===== src/sv/gte_pkg.sv =====
// Shared types and constants for the graph traversal engine.
// No dependencies; the files that use it refer to it by scoped names.
package gte_pkg;

  localparam int VERTICES_DEF = 16;   // default vertex count
  localparam int FIELD_W      = 4;    // width of a vertex field on the ports
  localparam int CMD_W        = 2;

  localparam logic [CMD_W-1:0] CMD_ADD = 2'd0;
  localparam logic [CMD_W-1:0] CMD_BFS = 2'd1;
  localparam logic [CMD_W-1:0] CMD_DFS = 2'd2;

  // one accepted input word
  typedef struct packed {
    logic [CMD_W-1:0]   command;
    logic [FIELD_W-1:0] first_vertex;
    logic [FIELD_W-1:0] second_vertex;
  } cmd_t;

  // one result word handed from the controller to the output register
  typedef struct packed {
    logic               valid;
    logic [FIELD_W-1:0] vertex;
    logic               last;
  } emit_t;

endpackage


===== src/sv/gte_ram.sv =====
// Generic single-write, single-read synchronous RAM with registered read data.
// Read data holds while no read is issued. Standalone, no package use.
module gte_ram #(
  parameter int WIDTH = 16,
  parameter int DEPTH = 16
) (
  input  logic                     clk,
  input  logic                     we,
  input  logic [$clog2(DEPTH)-1:0] waddr,
  input  logic [WIDTH-1:0]         wdata,
  input  logic                     re,
  input  logic [$clog2(DEPTH)-1:0] raddr,
  output logic [WIDTH-1:0]         rdata
);

  logic [WIDTH-1:0] mem [DEPTH];

  always_ff @(posedge clk) begin
    if (we) begin
      mem[waddr] <= wdata;
    end
    if (re) begin
      rdata <= mem[raddr];
    end
  end

endmodule


===== src/sv/gte_out.sv =====
// Output register of the traversal engine: holds one result word until taken.
// Depends on gte_pkg (emit_t).
module gte_out (
  input  logic                         clk,
  input  logic                         rst,
  input  gte_pkg::emit_t               emit,
  output logic                         free,
  output logic                         tvalid,
  input  logic                         tready,
  output logic [gte_pkg::FIELD_W-1:0]  vertex,
  output logic                         last
);

  assign free = !tvalid || tready;

  always_ff @(posedge clk) begin
    if (rst) begin
      tvalid <= 1'b0;
    end else if (emit.valid) begin
      tvalid <= 1'b1;
    end else if (tready) begin
      tvalid <= 1'b0;
    end
  end

  always_ff @(posedge clk) begin
    if (emit.valid) begin
      vertex <= emit.vertex;
      last   <= emit.last;
    end
  end

endmodule


===== src/sv/gte_ctrl.sv =====
// Traversal controller: adjacency RAM, queue/stack RAM and the sequencer.
// Depends on gte_pkg and gte_ram.
module gte_ctrl #(
  parameter int VERTICES = gte_pkg::VERTICES_DEF
) (
  input  logic           clk,
  input  logic           rst,
  input  logic           in_valid,
  output logic           in_ready,
  input  gte_pkg::cmd_t  cmd,
  input  logic           out_free,
  output gte_pkg::emit_t emit
);

  localparam int VW = $clog2(VERTICES);
  localparam int CW = VW + 1;
  localparam int XW = VW + gte_pkg::FIELD_W;
  localparam logic [VERTICES-1:0] ONE = VERTICES'(1);

  localparam logic [3:0] ST_IDLE     = 4'd0;
  localparam logic [3:0] ST_ADD_WA   = 4'd1;
  localparam logic [3:0] ST_ADD_WB   = 4'd2;
  localparam logic [3:0] ST_BFS_POP  = 4'd3;
  localparam logic [3:0] ST_BFS_ROW  = 4'd4;
  localparam logic [3:0] ST_BFS_SCAN = 4'd5;
  localparam logic [3:0] ST_DFS_RD   = 4'd6;
  localparam logic [3:0] ST_DFS_ROW  = 4'd7;
  localparam logic [3:0] ST_DFS_SCAN = 4'd8;
  localparam logic [3:0] ST_FLUSH    = 4'd9;

  logic [3:0]          state, state_next;
  logic [VERTICES-1:0] marks, marks_next;
  logic [VERTICES-1:0] row_valid, row_valid_next;
  logic [CW-1:0]       head, head_next;
  logic [CW-1:0]       tail, tail_next;
  logic [CW-1:0]       sp, sp_next;
  logic [CW-1:0]       sp_m1;
  logic [VW-1:0]       pend, pend_next;
  logic                pend_valid, pend_valid_next;
  logic [VW-1:0]       ea, eb;
  logic                adj_rvalid;

  logic                adj_we, adj_re;
  logic [VW-1:0]       adj_waddr, adj_raddr;
  logic [VERTICES-1:0] adj_wdata, adj_rdata, adj_row;
  logic                vq_we, vq_re;
  logic [VW-1:0]       vq_waddr, vq_raddr, vq_wdata, vq_rdata;

  logic [XW-1:0]       ext_a, ext_b, ext_p;
  logic [VW-1:0]       in_a, in_b;
  logic                a_ok, b_ok, in_fire;
  logic [VERTICES-1:0] cand;
  logic                cand_any;
  logic [VW-1:0]       low;

  gte_ram #(.WIDTH(VERTICES), .DEPTH(VERTICES)) u_adj (
    .clk(clk), .we(adj_we), .waddr(adj_waddr), .wdata(adj_wdata),
    .re(adj_re), .raddr(adj_raddr), .rdata(adj_rdata)
  );

  // BFS queue and DFS stack share one store; only one traversal runs at a time
  gte_ram #(.WIDTH(VW), .DEPTH(VERTICES)) u_vq (
    .clk(clk), .we(vq_we), .waddr(vq_waddr), .wdata(vq_wdata),
    .re(vq_re), .raddr(vq_raddr), .rdata(vq_rdata)
  );

  assign ext_a = {{VW{1'b0}}, cmd.first_vertex};
  assign ext_b = {{VW{1'b0}}, cmd.second_vertex};
  assign in_a  = ext_a[VW-1:0];
  assign in_b  = ext_b[VW-1:0];
  assign a_ok  = ext_a < XW'(VERTICES);
  assign b_ok  = ext_b < XW'(VERTICES);
  assign ext_p = {{gte_pkg::FIELD_W{1'b0}}, pend};
  assign sp_m1 = sp - CW'(1);
  assign in_fire = in_valid && in_ready;

  // rows never written read as zero
  assign adj_row  = adj_rvalid ? adj_rdata : '0;
  assign cand     = adj_row & ~marks;
  assign cand_any = |cand;

  // lowest unvisited neighbor
  always_comb begin
    low = '0;
    for (int i = VERTICES - 1; i >= 0; i--) begin
      if (cand[i]) begin
        low = VW'(i);
      end
    end
  end

  always_comb begin
    state_next      = state;
    marks_next      = marks;
    row_valid_next  = row_valid;
    head_next       = head;
    tail_next       = tail;
    sp_next         = sp;
    pend_next       = pend;
    pend_valid_next = pend_valid;
    in_ready        = 1'b0;
    adj_we          = 1'b0;
    adj_waddr       = ea;
    adj_wdata       = '0;
    adj_re          = 1'b0;
    adj_raddr       = in_a;
    vq_we           = 1'b0;
    vq_waddr        = '0;
    vq_wdata        = in_a;
    vq_re           = 1'b0;
    vq_raddr        = head[VW-1:0];
    emit.valid      = 1'b0;
    emit.vertex     = ext_p[gte_pkg::FIELD_W-1:0];
    emit.last       = 1'b0;

    case (state)
      ST_IDLE: begin
        in_ready = 1'b1;
        if (in_valid) begin
          case (cmd.command)
            gte_pkg::CMD_ADD: begin
              if (a_ok && b_ok) begin
                adj_re     = 1'b1;
                state_next = ST_ADD_WA;
              end
            end
            gte_pkg::CMD_BFS: begin
              if (a_ok) begin
                marks_next = ONE << in_a;
                vq_we      = 1'b1;
                head_next  = '0;
                tail_next  = CW'(1);
                state_next = ST_BFS_POP;
              end
            end
            gte_pkg::CMD_DFS: begin
              if (a_ok) begin
                marks_next      = ONE << in_a;
                pend_next       = in_a;
                pend_valid_next = 1'b1;
                vq_we           = 1'b1;
                sp_next         = CW'(1);
                adj_re          = 1'b1;
                state_next      = ST_DFS_SCAN;
              end
            end
            default: ;
          endcase
        end
      end

      // read-modify-write of both rows; a self loop reads the old row twice
      // and writes the same value twice
      ST_ADD_WA: begin
        adj_we            = 1'b1;
        adj_waddr         = ea;
        adj_wdata         = adj_row | (ONE << eb);
        row_valid_next[ea] = 1'b1;
        adj_re            = 1'b1;
        adj_raddr         = eb;
        state_next        = ST_ADD_WB;
      end

      ST_ADD_WB: begin
        adj_we            = 1'b1;
        adj_waddr         = eb;
        adj_wdata         = adj_row | (ONE << ea);
        row_valid_next[eb] = 1'b1;
        state_next        = ST_IDLE;
      end

      ST_BFS_POP: begin
        if (head == tail) begin
          state_next = ST_FLUSH;
        end else begin
          vq_re      = 1'b1;
          vq_raddr   = head[VW-1:0];
          head_next  = head + CW'(1);
          state_next = ST_BFS_ROW;
        end
      end

      ST_BFS_ROW: begin
        if (!pend_valid || out_free) begin
          emit.valid      = pend_valid;
          pend_next       = vq_rdata;
          pend_valid_next = 1'b1;
          adj_re          = 1'b1;
          adj_raddr       = vq_rdata;
          state_next      = ST_BFS_SCAN;
        end
      end

      // one newly found neighbor enqueued per cycle
      ST_BFS_SCAN: begin
        if (cand_any) begin
          vq_we      = 1'b1;
          vq_waddr   = tail[VW-1:0];
          vq_wdata   = low;
          tail_next  = tail + CW'(1);
          marks_next = marks | (ONE << low);
        end else begin
          state_next = ST_BFS_POP;
        end
      end

      ST_DFS_RD: begin
        vq_re      = 1'b1;
        vq_raddr   = sp_m1[VW-1:0];
        state_next = ST_DFS_ROW;
      end

      ST_DFS_ROW: begin
        adj_re     = 1'b1;
        adj_raddr  = vq_rdata;
        state_next = ST_DFS_SCAN;
      end

      // marks only grow, so rescanning a row from zero finds the same
      // neighbor as resuming after the last one taken
      ST_DFS_SCAN: begin
        if (cand_any) begin
          if (!pend_valid || out_free) begin
            emit.valid      = pend_valid;
            pend_next       = low;
            pend_valid_next = 1'b1;
            marks_next      = marks | (ONE << low);
            vq_we           = 1'b1;
            vq_waddr        = sp[VW-1:0];
            vq_wdata        = low;
            sp_next         = sp + CW'(1);
            adj_re          = 1'b1;
            adj_raddr       = low;
          end
        end else begin
          sp_next    = sp_m1;
          state_next = (sp == CW'(1)) ? ST_FLUSH : ST_DFS_RD;
        end
      end

      ST_FLUSH: begin
        if (out_free) begin
          emit.valid      = 1'b1;
          emit.last       = 1'b1;
          pend_valid_next = 1'b0;
          state_next      = ST_IDLE;
        end
      end

      default: state_next = ST_IDLE;
    endcase
  end

  always_ff @(posedge clk) begin
    if (rst) begin
      state      <= ST_IDLE;
      marks      <= '0;
      row_valid  <= '0;
      head       <= '0;
      tail       <= '0;
      sp         <= '0;
      pend_valid <= 1'b0;
    end else begin
      state      <= state_next;
      marks      <= marks_next;
      row_valid  <= row_valid_next;
      head       <= head_next;
      tail       <= tail_next;
      sp         <= sp_next;
      pend_valid <= pend_valid_next;
    end
  end

  always_ff @(posedge clk) begin
    pend <= pend_next;
    if (in_fire) begin
      ea <= in_a;
      eb <= in_b;
    end
    if (adj_re) begin
      adj_rvalid <= row_valid[adj_raddr];
    end
  end

`ifndef SYNTHESIS
  a_queue_order: assert property (@(posedge clk) disable iff (rst) head <= tail)
    else $error("queue head passed tail");
  a_stack_bound: assert property (@(posedge clk) disable iff (rst) sp <= CW'(VERTICES))
    else $error("stack depth beyond vertex count");
  a_emit_free: assert property (@(posedge clk) disable iff (rst) emit.valid |-> out_free)
    else $error("result word issued into a full output register");
  a_flush_pend: assert property (@(posedge clk) disable iff (rst)
      (state == ST_FLUSH) |-> pend_valid)
    else $error("flush without a pending vertex");
  a_start_mark: assert property (@(posedge clk) disable iff (rst)
      (in_fire && a_ok &&
       (cmd.command == gte_pkg::CMD_BFS || cmd.command == gte_pkg::CMD_DFS))
      |=> $onehot(marks))
    else $error("traversal start did not leave exactly one mark");
`endif

endmodule


===== src/sv/graph_traversal_engine_top.sv =====
// Graph traversal engine: add-edge, BFS and DFS over an adjacency bit matrix.
// Add edge: read row a, write row a while reading row b, write row b; no result word.
// BFS: per visited vertex a queue read and a row read, then one enqueued neighbor
// per scan cycle; DFS: per visited vertex one scan, per backtrack a stack read,
// a row read and a rescan. One item at a time; a new command is taken only when idle.
// Reset: synchronous, active high; clears control, marks and row valid flags.
//
// Depends on gte_pkg, gte_ram, gte_ctrl and gte_out.
module graph_traversal_engine_top #(
  parameter int VERTICES = gte_pkg::VERTICES_DEF
) (
  input  logic       clk,
  input  logic       rst,
  input  logic       s_axis_tvalid,
  output logic       s_axis_tready,
  input  logic [7:0] s_axis_tdata,   // [3:0] first_vertex, [7:4] second_vertex
  input  logic [1:0] s_axis_tuser,   // [1:0] command
  output logic       m_axis_tvalid,
  input  logic       m_axis_tready,
  output logic [7:0] m_axis_tdata,   // [3:0] visited_vertex, [7:4] zero
  output logic       m_axis_tlast    // last vertex of a traversal
);

  gte_pkg::cmd_t  cmd;
  gte_pkg::emit_t emit;
  logic           out_free;
  logic [gte_pkg::FIELD_W-1:0] out_vertex;

  assign cmd.command       = s_axis_tuser;
  assign cmd.first_vertex  = s_axis_tdata[3:0];
  assign cmd.second_vertex = s_axis_tdata[7:4];

  // Sequencer and both RAMs. Adjacency rows that were never written read
  // as zero through per-row valid flags, so no clearing pass is needed.
  gte_ctrl #(.VERTICES(VERTICES)) u_ctrl (
    .clk      (clk),
    .rst      (rst),
    .in_valid (s_axis_tvalid),
    .in_ready (s_axis_tready),
    .cmd      (cmd),
    .out_free (out_free),
    .emit     (emit)
  );

  // Output register decouples the downstream ready from the sequencer;
  // the sequencer stalls only when it must hand over a word and this is full.
  gte_out u_out (
    .clk    (clk),
    .rst    (rst),
    .emit   (emit),
    .free   (out_free),
    .tvalid (m_axis_tvalid),
    .tready (m_axis_tready),
    .vertex (out_vertex),
    .last   (m_axis_tlast)
  );

  assign m_axis_tdata = {4'b0000, out_vertex};

endmodule

===== config.mk =====
export PLATFORM = sky130hd
export DESIGN_NAME = graph_traversal_engine_top
export DESIGN_NICKNAME = d
export VERILOG_FILES = /design/src/sv/gte_pkg.sv /design/src/sv/gte_ram.sv /design/src/sv/gte_out.sv /design/src/sv/gte_ctrl.sv /design/src/sv/graph_traversal_engine_top.sv
export SDC_FILE = /design/constraint.sdc
export NUM_CORES = 1
export LEC_CHECK = 0
export BUFFER_PORTS_ARGS = -buffer_cell sky130_fd_sc_hd__buf_2
export CELL_PAD_IN_SITES_DETAIL_PLACEMENT = 1
export CELL_PAD_IN_SITES_GLOBAL_PLACEMENT = 2
export CORE_UTILIZATION = 45
export CTS_BUF_LIST = sky130_fd_sc_hd__clkbuf_8
export CTS_CLUSTER_SIZE = 30
export DETAILED_ROUTE_END_ITERATION = 10
export MAX_ROUTING_LAYER = met4
export PLACE_DENSITY = 0.8
export SLEW_MARGIN = 25
export SYNTH_ARGS = -nofsm -noshare
export SYNTH_HDL_FRONTEND = slang
export SYNTH_HIERARCHICAL = 1
export SYNTH_SLANG_ARGS = --single-unit

===== constraint.sdc =====
create_clock -name clk -period 7.1 [get_ports clk]
set_input_delay 1.42 -clock clk [delete_from_list [all_inputs] [get_ports clk]]
set_output_delay 1.42 -clock clk [all_outputs]
set_load 0.02 [all_outputs]

==> results of run 1 <==
[logic make-up after synthesis]
| group | after synthesis | share of synthesized area (%) |
|---|---|---|
| buf+inv | 97 | 2.63 |
| xor+xnor | 14 | 0.683 |
| simple gates | 361 | 9.97 |
| compound gates | 226 | 9.44 |
| fa+ha+maj | 9 | 0.627 |
| flops | 411 | 65.7 |
| other cells | 1 | 0.0209 |
| mux | 85 | 10.9 |
[cell usage in the layout (no fill, tap or decap), types with 22 or more instances in the layout]
master	synthesis	final
a21oi_1	27	26
a22oi_1	61	61
buf_4	10	35
clkbuf_8	0	71
clkinv_1	0	22
dfxtp_1	53	53
edfxtp_1	358	358
inv_1	19	37
mux4_1	24	24
mux4_2	57	57
nand2_1	60	60
nor2_1	137	125
nor2b_1	24	23
nor3_1	35	30
o21ai_0	27	26
[final cells by class]
type	instances	share of cell area (%)
repair buffers	56	1.92
clock buffers	71	4.89
well taps	518	3.25
inverters	20	0.376
multi-input cells	699	28.8
flip-flops and latches	411	59.2
clock inverters	52	1.57
[per-layer routing]
metal | vias up | GRT usage [%]
met3 | 108 | 4.35
li1 | 4888 | -
met5 | - | -
met1 | 5611 | 29.7
met4 | 0 | 9.50
met2 | 361 | 38.8
[worst max-delay path: stages (launching register included)]
cell and delay, ns:
edfxtp_1 0.46, nor2b_1 0.21, o41ai_1 0.44, and2_1 0.47, and2_1 0.53, o311ai_1 0.28, and2_1 0.31, inv_2 0.61
buf_4 0.53, mux4_2 0.38, a22oi_1 0.25, nand2_1 0.11
[sequential cells by signal, summed over array words and instances (netlist names)]
signal and count:
u_ctrl/adj_rvalid 1, u_ctrl/ea 4, u_ctrl/eb 4, u_ctrl/head 5
u_ctrl/marks 16, u_ctrl/pend 4, u_ctrl/pend_valid 1, u_ctrl/row_valid 16
u_ctrl/sp 5, u_ctrl/state 4, u_ctrl/tail 5, u_ctrl/u_adj/mem 256
u_ctrl/u_adj/rdata 16, u_ctrl/u_vq/mem 64, u_ctrl/u_vq/rdata 4, u_out/last 1
u_out/tvalid 1, u_out/vertex 4
[stage by stage]
stage | utilization, % | hold slack, ns | cells | total power, uW
final | 51.2 | 0.423 | 1827 | 8880
after global routing | 51.2 | 0.430 | 1827 | 9340
after CTS | 51.2 | 0.425 | 1827 | 8950
after detailed placement | 47.9 | 0.411 | 1704 | 6920
after global placement | 47.9 | 0.409 | 1704 | 6830
after floorplan | - | 0.400 | 1207 | 5900
[worst min-delay path by stage]
| stage | startpoint | to | slack, ns | depth (start not counted) |
|---|---|---|---|---|
| floorplan | u_ctrl/pend[0]$_DFFE_PP_ | u_out/vertex[0]$_DFFE_PP_ | 0.40 | 0 |
| global placement | u_ctrl/pend[3]$_DFFE_PP_ | u_out/vertex[3]$_DFFE_PP_ | 0.41 | 0 |
| detailed placement | u_ctrl/pend[1]$_DFFE_PP_ | u_out/vertex[1]$_DFFE_PP_ | 0.41 | 0 |
| CTS | u_ctrl/pend[2]$_DFFE_PP_ | u_out/vertex[2]$_DFFE_PP_ | 0.42 | 0 |
| global route | u_ctrl/pend[0]$_DFFE_PP_ | u_out/vertex[0]$_DFFE_PP_ | 0.43 | 0 |
| finish | u_ctrl/pend[2]$_DFFE_PP_ | u_out/vertex[2]$_DFFE_PP_ | 0.42 | 0 |
[power breakdown]
group          total [uW]  internal [uW]  switching (uW)
registers            3420           3170             245
clock network        2000           1050             956
logic                3460           1330            2130
==> metrics, run 1 <==
postcts setup bufs 0; Setup CP Type reg -> reg; cells after synthesis 1204; dpl ws 1.44 ns; library cells used by synthesis 82; detailed-route DRC error count 0; Crit Reg-Reg Endpoint u_ctrl/u_adj/rdata[9]$_DFFE_PP_; Setup crit end kind register; layout cell share with drive strength beyond 1 18.2%; Antenna Cells 0; Pins Over Slew Limit 0; Worst Hold Class reg -> reg; Placed Area 18700 sq um; RSZ-0062 raised after global routing no; met2 wire len 23.2 mm; setup slack, reg-to-reg 2.20 ns; Initial DRC Count 820; skew final 0.0316 ns; reg2reg start u_ctrl/u_adj/rdata[11]$_DFFE_PP_; Die Height 202 microns; Post-synth EDFFs 358; final worst setup slack 2.20 ns; status finished clean; vias in the first global route 11500; WL final 46.6 mm; headroom to the max-slew limit 25.9%; Peak VDD IR 0.000315 V; root buf cell clkbuf_8; setup total negative slack 0 ns; fin area 20000 sq um; Worst EP arrival 5.25 ns; Post-Syn Area 18000 sq um; global-route wire length before repair 70.2 mm; Die ar. 40700 sq um; Synth Flop Type edfxtp_1; largest cells by area after synthesis edfxtp_1 (60%), mux4_2 (7.1%), dfxtp_1 (5.9%); fin crit share 69.0%; Synth top cells by count edfxtp_1 (358), nor2_1 (137), a22oi_1 (61); largest net degree at the start of global routing 65; leak pwr 0.00663 uW; Post-layout nets 1281; Synth top area share 59.8%; uppermost layer routed met4; Initial Util 46.1%; PwrDens 445 nW/um^2; met3 routed WL 2.60 mm; routability cong. 0.819; most common cell in the netlist edfxtp_1; Worst Setup SP u_ctrl/u_adj/rdata[11]$_DFFE_PP_; Clk pin slew, worst setup/hold paths 0.06 ns; PostCTS Resize Cnt 0; Core Area 39000 sq um; worst setup path endpoint u_ctrl/u_adj/rdata[9]$_DFFE_PP_; routed vias/inst 6.00; register area share after synthesis 65.7%; DR vias 11000; Slew @ Worst Pin 1.11 ns; area leader, netlist edfxtp_1; total gr overflow 0; Metal-1 WL 19.3 mm; Req. time, crit path 7.46 ns; filler instances 3804; area of the multi-input gates 5760 sq um; FF+latch count, synth 411; crit start category register; GRT Util Overall 23.9%; Detailed Routing Iterations Pass 1 5; initial antenna violation count 1; port bufs 20; average wire per standard cell 25.5 microns; Max Clk Rate 0.204 GHz; Clock Sinks 411; Rows 72; clock tree buffer depth 3; syn avg cell area 14.9 sq um; Final Hold Viols 0; # H-tree levels 3; io pins 25; CTS tree built; Crit Path Max Fanout 33; Skew-Pair Late Insertion Delay 0.63 ns; Worst R2R Path Depth 11; yosys warns 6; number of max-cap violations 0; area delta synth->final 11.1%; total CTS buffers 70; ANT nets after route 0; hpwl dp 28.4 mm; Final Critical Period 4.90 ns; share of synthesized registers carrying an async set or reset 0%; Die X 202 microns; register area 11800 sq um; Final setup violation count 0; CTS Hold Bufs 0
Power figures use the tool's default switching activity.
==> run 2, diff against run 1 <==
Settings changed: CORE_UTILIZATION 45 to 44, PLACE_DENSITY 0.8 to 0.81.
Clock period 7.1 ns to 4.3 ns, I/O delays scaled along.
==> metrics, run 2 (synthesized netlist as in run 1, its figures left out) <==
status finished clean; Worst EP arrival 4.25 ns; headroom to the max-slew limit 33.0%; CTS Hold Bufs 0; # H-tree levels 3; root buf cell clkbuf_8; filler instances 3942; PostCTS Resize Cnt 0; Die X 204 microns; Initial Util 44.9%; detailed-route DRC error count 0; register area 11800 sq um; Final setup violation count 0; Die Height 204 microns; hold path startpoint s_axis_tdata[5]; largest net degree at the start of global routing 49; flip-flop count of the largest register after layout 256; Initial DRC Count 790; WL final 47.4 mm; routed vias/inst 6.01; DR vias 11200; Slew @ Worst Pin 0.997 ns; final hold slack 0.432 ns; Peak VDD IR 0.000451 V; number of max-cap violations 0; skew final 0.0268 ns; PwrDens 741 nW/um^2; Antenna Cells 0; CTS tree built; GRT Util Overall 24.1%; reg2reg start u_ctrl/u_adj/rdata[11]$_DFFE_PP_; Crit Reg-Reg Endpoint u_ctrl/u_adj/rdata[9]$_DFFE_PP_; vias in the first global route 11700; Rows 73; postcts setup bufs 0; Core Area 40000 sq um; Worst R2R Path Depth 11; Skew-Pair Late Insertion Delay 0.62 ns; total gr overflow 0; critical path's largest stage delay 0.46 ns; ANT nets after route 0; global-route wire length before repair 71.5 mm; hold path cells 1; Max Clk Rate 0.256 GHz; Clk pin slew, worst setup/hold paths 0.06 ns; total CTS buffers 70; Req. time, crit path 4.64 ns; Crit Path Max Fanout 48; Setup crit end kind register; fin crit share 90.9%; average wire per standard cell 25.5 microns; Detailed Routing Iterations Pass 1 7; Most flops, register u_ctrl/u_adj/mem; hpwl dp 29.8 mm; setup total negative slack 0 ns; crit path max-delay cell type and2_1; Setup CP Type reg -> reg; CP Cell Sequence nor2b_1 -> o41ai_1 -> and2_1 -> and2_2 -> o311ai_1 -> and2_1 -> inv_2 -> buf_12 -> mux4_1 -> a22oi_1 -> nand2_1; WHS Endpoint u_ctrl/eb[1]$_DFFE_PP_; Clock Sinks 411; area of the multi-input gates 5760 sq um; Final Critical Period 3.91 ns; layout cell share with drive strength beyond 1 20.6%; clock tree buffer depth 3; commonest non-fill, non-tap cell in the layout edfxtp_1; setup slack, reg-to-reg 0.39 ns; RSZ-0062 raised after global routing no; routability cong. 0.844; Final Hold Viols 0; Die ar. 41600 sq um; biggest regs u_ctrl/u_adj/mem: 256 flops, u_ctrl/u_vq/mem: 64 flops; commonest cells after routing, fill and taps aside edfxtp_1 (358), nor2_1 (125), clkbuf_8 (80); Worst Hold Class in -> reg; leak pwr 0.00680 uW; initial antenna violation count 0; io pins 25; cell mode on critical path and2_1; port bufs 20; Post-layout nets 1308; crit start category register; area delta synth->final 12.5%; Pins Over Slew Limit 0
[run 2: cell types whose count changed in the layout (fill, tap and decap cells not counted), sizes merged]
cell and delta:
clkinv -10, bufinv -2, clkbuf +9, inv +1
buf +27
[run 2: routing by layer]
layer / share of wire [%] / track usage [%]
met1: 42 / 30.3
met4: 2.8 / 9.14
met2: 50 / 39.6
met3: 5.0 / 3.56
met5: 0 / -
[run 2: power by group]
group          switching, uW  total (uW)  internal [uW]
Clock                   1540        3300           1750
Combinational           3700        6080           2380
Sequential               371        5600           5230
Total                   5610       15000           9360
[run 2: cell type report]
type	instances	area share (%)
Sequential cell	411	58.5
Multi-Input combinational cell	699	28.5
Clock buffer	80	5.45
Tap cell	525	3.25
Timing Repair Buffer	83	2.96
Clock inverter	41	1.00
Inverter	20	0.372
[run 2: worst max-delay path by stage]
stage,start,end,slack (ns),depth (start not counted)
after floorplan,u_ctrl/state[1]$_SDFFE_PP0P_,u_ctrl/u_adj/mem[0][0]$_DFFE_PP_,0.15,9
after global placement,m_axis_tready,u_ctrl/u_adj/rdata[9]$_DFFE_PP_,0.40,12
after detailed placement,u_ctrl/u_adj/rdata[11]$_DFFE_PP_,u_ctrl/u_adj/rdata[9]$_DFFE_PP_,0.35,11
after CTS,u_ctrl/u_adj/rdata[11]$_DFFE_PP_,u_ctrl/u_adj/rdata[9]$_DFFE_PP_,0.33,11
after global routing,u_ctrl/u_adj/rdata[10]$_DFFE_PP_,u_ctrl/u_adj/rdata[9]$_DFFE_PP_,0.13,11
final,u_ctrl/u_adj/rdata[11]$_DFFE_PP_,u_ctrl/u_adj/rdata[9]$_DFFE_PP_,0.39,11
[run 2: worst max-delay path, delay by kind of cell (launching register included)]
kind	cells	cell delay (ns)
buffers and inverters	2	0.42
AOI/OAI and AO/OA	3	0.86
DFF	1	0.42
and+or+nand+nor	5	1.47
muxes	1	0.40
[run 2: metrics by stage]
step / worst slack [ns] / total power, uW / util [%] / instance area [sq um] / cells
after floorplan: 0.145 / 9740 / - / 18000 / 1207
final: 0.392 / 15000 / 50.5 / 20200 / 1859
after CTS: 0.328 / 15100 / 50.5 / 20200 / 1859
after global placement: 0.397 / 11600 / 47.2 / 18900 / 1738
after detailed placement: 0.346 / 11800 / 47.2 / 18900 / 1738
after global routing: 0.134 / 15700 / 50.5 / 20200 / 1859
==> run 3, diff against run 2 <==
Settings changed: CORE_ASPECT_RATIO set to 1.4.
==> metrics, run 3 (synthesized netlist as in run 1, its figures left out) <==
status finished clean; Core Area 40300 sq um; reg2reg start u_ctrl/u_adj/rdata[7]$_DFFE_PP_; routability cong. 0.850; Die Height 241 microns; leak pwr 0.00675 uW; Initial Util 44.6%; commonest non-fill, non-tap cell in the layout edfxtp_1; Die X 173 microns; Rows 87; Clock Sinks 411; average wire per standard cell 25.9 microns; Slew @ Worst Pin 1.07 ns; hold path cells 1; Worst Hold Class in -> reg; Most flops, register u_ctrl/u_adj/mem; met1 global-route usage 26.2%; clock tree buffer depth 3; ANT nets after route 0; commonest cells after routing, fill and taps aside edfxtp_1 (358), nor2_1 (123), clkbuf_8 (68); Worst R2R Path Depth 11; total CTS buffers 66; Initial DRC Count 834; layout cell share with drive strength beyond 1 19.9%; met3 Usage GRT 3.26%; Most Used Layer, Global Route met2; Pins Over Slew Limit 0; vias in the first global route 12000; area of the multi-input gates 5760 sq um; initial antenna violation count 0; PostCTS Resize Cnt 0; RSZ-0062 raised after global routing no; net switching power 5560 uW; filler instances 3985; root buf cell clkbuf_8; Antenna Cells 0; port bufs 20; global-route wire length before repair 72.9 mm; hold path startpoint s_axis_tdata[6]; Req. time, crit path 4.63 ns; io pins 25; sw frac 37.4%; Die ar. 41700 sq um; crit start category register; number of max-cap violations 0; Skew-Pair Late Insertion Delay 0.61 ns; WL final 48.2 mm; GRT Util Overall 24.4%; Final Hold Viols 0; Worst EP arrival 4.33 ns; detailed-route DRC error count 0; PwrDens 737 nW/um^2; clock power share 21.2%; Clk pin slew, worst setup/hold paths 0.06 ns; Final Non-Filler Cells 1858; headroom to the max-slew limit 28.7%; routed vias/inst 5.98; hpwl dp 31.8 mm; largest net degree at the start of global routing 49; CTS tree built; Placed Cells 1747; setup total negative slack 0 ns; WHS Endpoint u_ctrl/eb[2]$_DFFE_PP_; flip-flop count of the largest register after layout 256; Setup CP Type reg -> reg; Setup crit end kind register; Seq pwr share 37.9%; fin crit share 93.2%; combinational share of power 40.9%; register area 11800 sq um; total gr overflow 0; Max Clk Rate 0.250 GHz; biggest regs u_ctrl/u_adj/mem: 256 flops, u_ctrl/u_vq/mem: 64 flops; Internal Power 9290 uW; Detailed Routing Iterations Pass 1 5; Final setup violation count 0; Crit Path Max Fanout 28; skew final 0.0367 ns; Peak VDD IR 0.000341 V; Crit Reg-Reg Endpoint u_ctrl/u_adj/rdata[12]$_DFFE_PP_; area delta synth->final 12.1%; DR vias 11100; CTS Hold Bufs 0; GR Util met2 44.2%; # H-tree levels 3; Final Critical Period 4.01 ns; Post-layout nets 1304; postcts setup bufs 0; setup slack, reg-to-reg 0.29 ns
-- run 3: changes by cell type in the layout (fill, tap and decap cells not counted), moves of 2 or more --
| cell | delta |
|---|---|
| clkbuf_8 | -12 |
| clkinv_2 | -3 |
| inv_8 | +3 |
| bufinv_16 | +2 |
| inv_6 | -2 |
| nor2_1 | -2 |
| nor2_2 | +2 |
-- run 3: worst max path at each step --
stage	from	to	cells after the start
after floorplan	u_ctrl/state[1]$_SDFFE_PP0P_	u_ctrl/u_adj/mem[0][0]$_DFFE_PP_	9
after global placement	u_ctrl/u_adj/rdata[7]$_DFFE_PP_	u_ctrl/u_adj/rdata[12]$_DFFE_PP_	11
after detailed placement	u_ctrl/u_adj/rdata[7]$_DFFE_PP_	u_ctrl/u_adj/rdata[12]$_DFFE_PP_	11
after CTS	u_ctrl/u_adj/rdata[7]$_DFFE_PP_	u_ctrl/u_adj/rdata[12]$_DFFE_PP_	11
after global routing	u_ctrl/u_adj/rdata[10]$_DFFE_PP_	u_ctrl/u_adj/rdata[14]$_DFFE_PP_	11
final	u_ctrl/u_adj/rdata[7]$_DFFE_PP_	u_ctrl/u_adj/rdata[12]$_DFFE_PP_	11
-- run 3: cell type report --
type,instances,share of cell area (%)
multi-input cells,699,28.6
repair buffers,83,3.04
clock buffers,68,4.65
flip-flops and latches,411,58.7
clock inverters,43,1.37
well taps,534,3.32
inverters,20,0.373
-- run 3: stage by stage --
stage	util, %	instance area [sq um]	hold slack, ns	setup slack [ns]	total power (uW)
after floorplan	-	18000	0.400	0.145	9740
after global placement	47.0	18900	0.409	0.413	11600
after detailed placement	47.0	18900	0.409	0.314	11800
after CTS	50.0	20100	0.406	0.303	15000
after global routing	50.0	20100	0.418	0.0844	15600
final	50.0	20100	0.434	0.293	14900
-- run 3: power by group through the flow --
stage,sequential [uW],clock [uW],combinational (uW)
4_1_cts,5630,3250,6120
3_3_place_gp,5670,0,5930
3_5_place_dp,5710,0,6090
2_1_floorplan,5460,0,4280
5_1_grt,5670,3400,6550
6_report,5630,3150,6070
-- run 3: worst max-delay path, stage by stage, from the launching register on --
cell and delay (ns):
edfxtp_1 0.41, nor2b_1 0.19, or4_4 0.56, o21ai_4 0.29, and2_1 0.44, o311ai_1 0.26
and2_1 0.27, inv_2 0.31, buf_12 0.26, mux4_2 0.33, a22oi_1 0.23, nand2_1 0.14
-- run 3: per-layer routing --
metal,part of all wire [%],wire length [microns]
met1,37,18000
met5,0,0
met3,4.3,2060
met2,54,26000
met4,4.3,2050
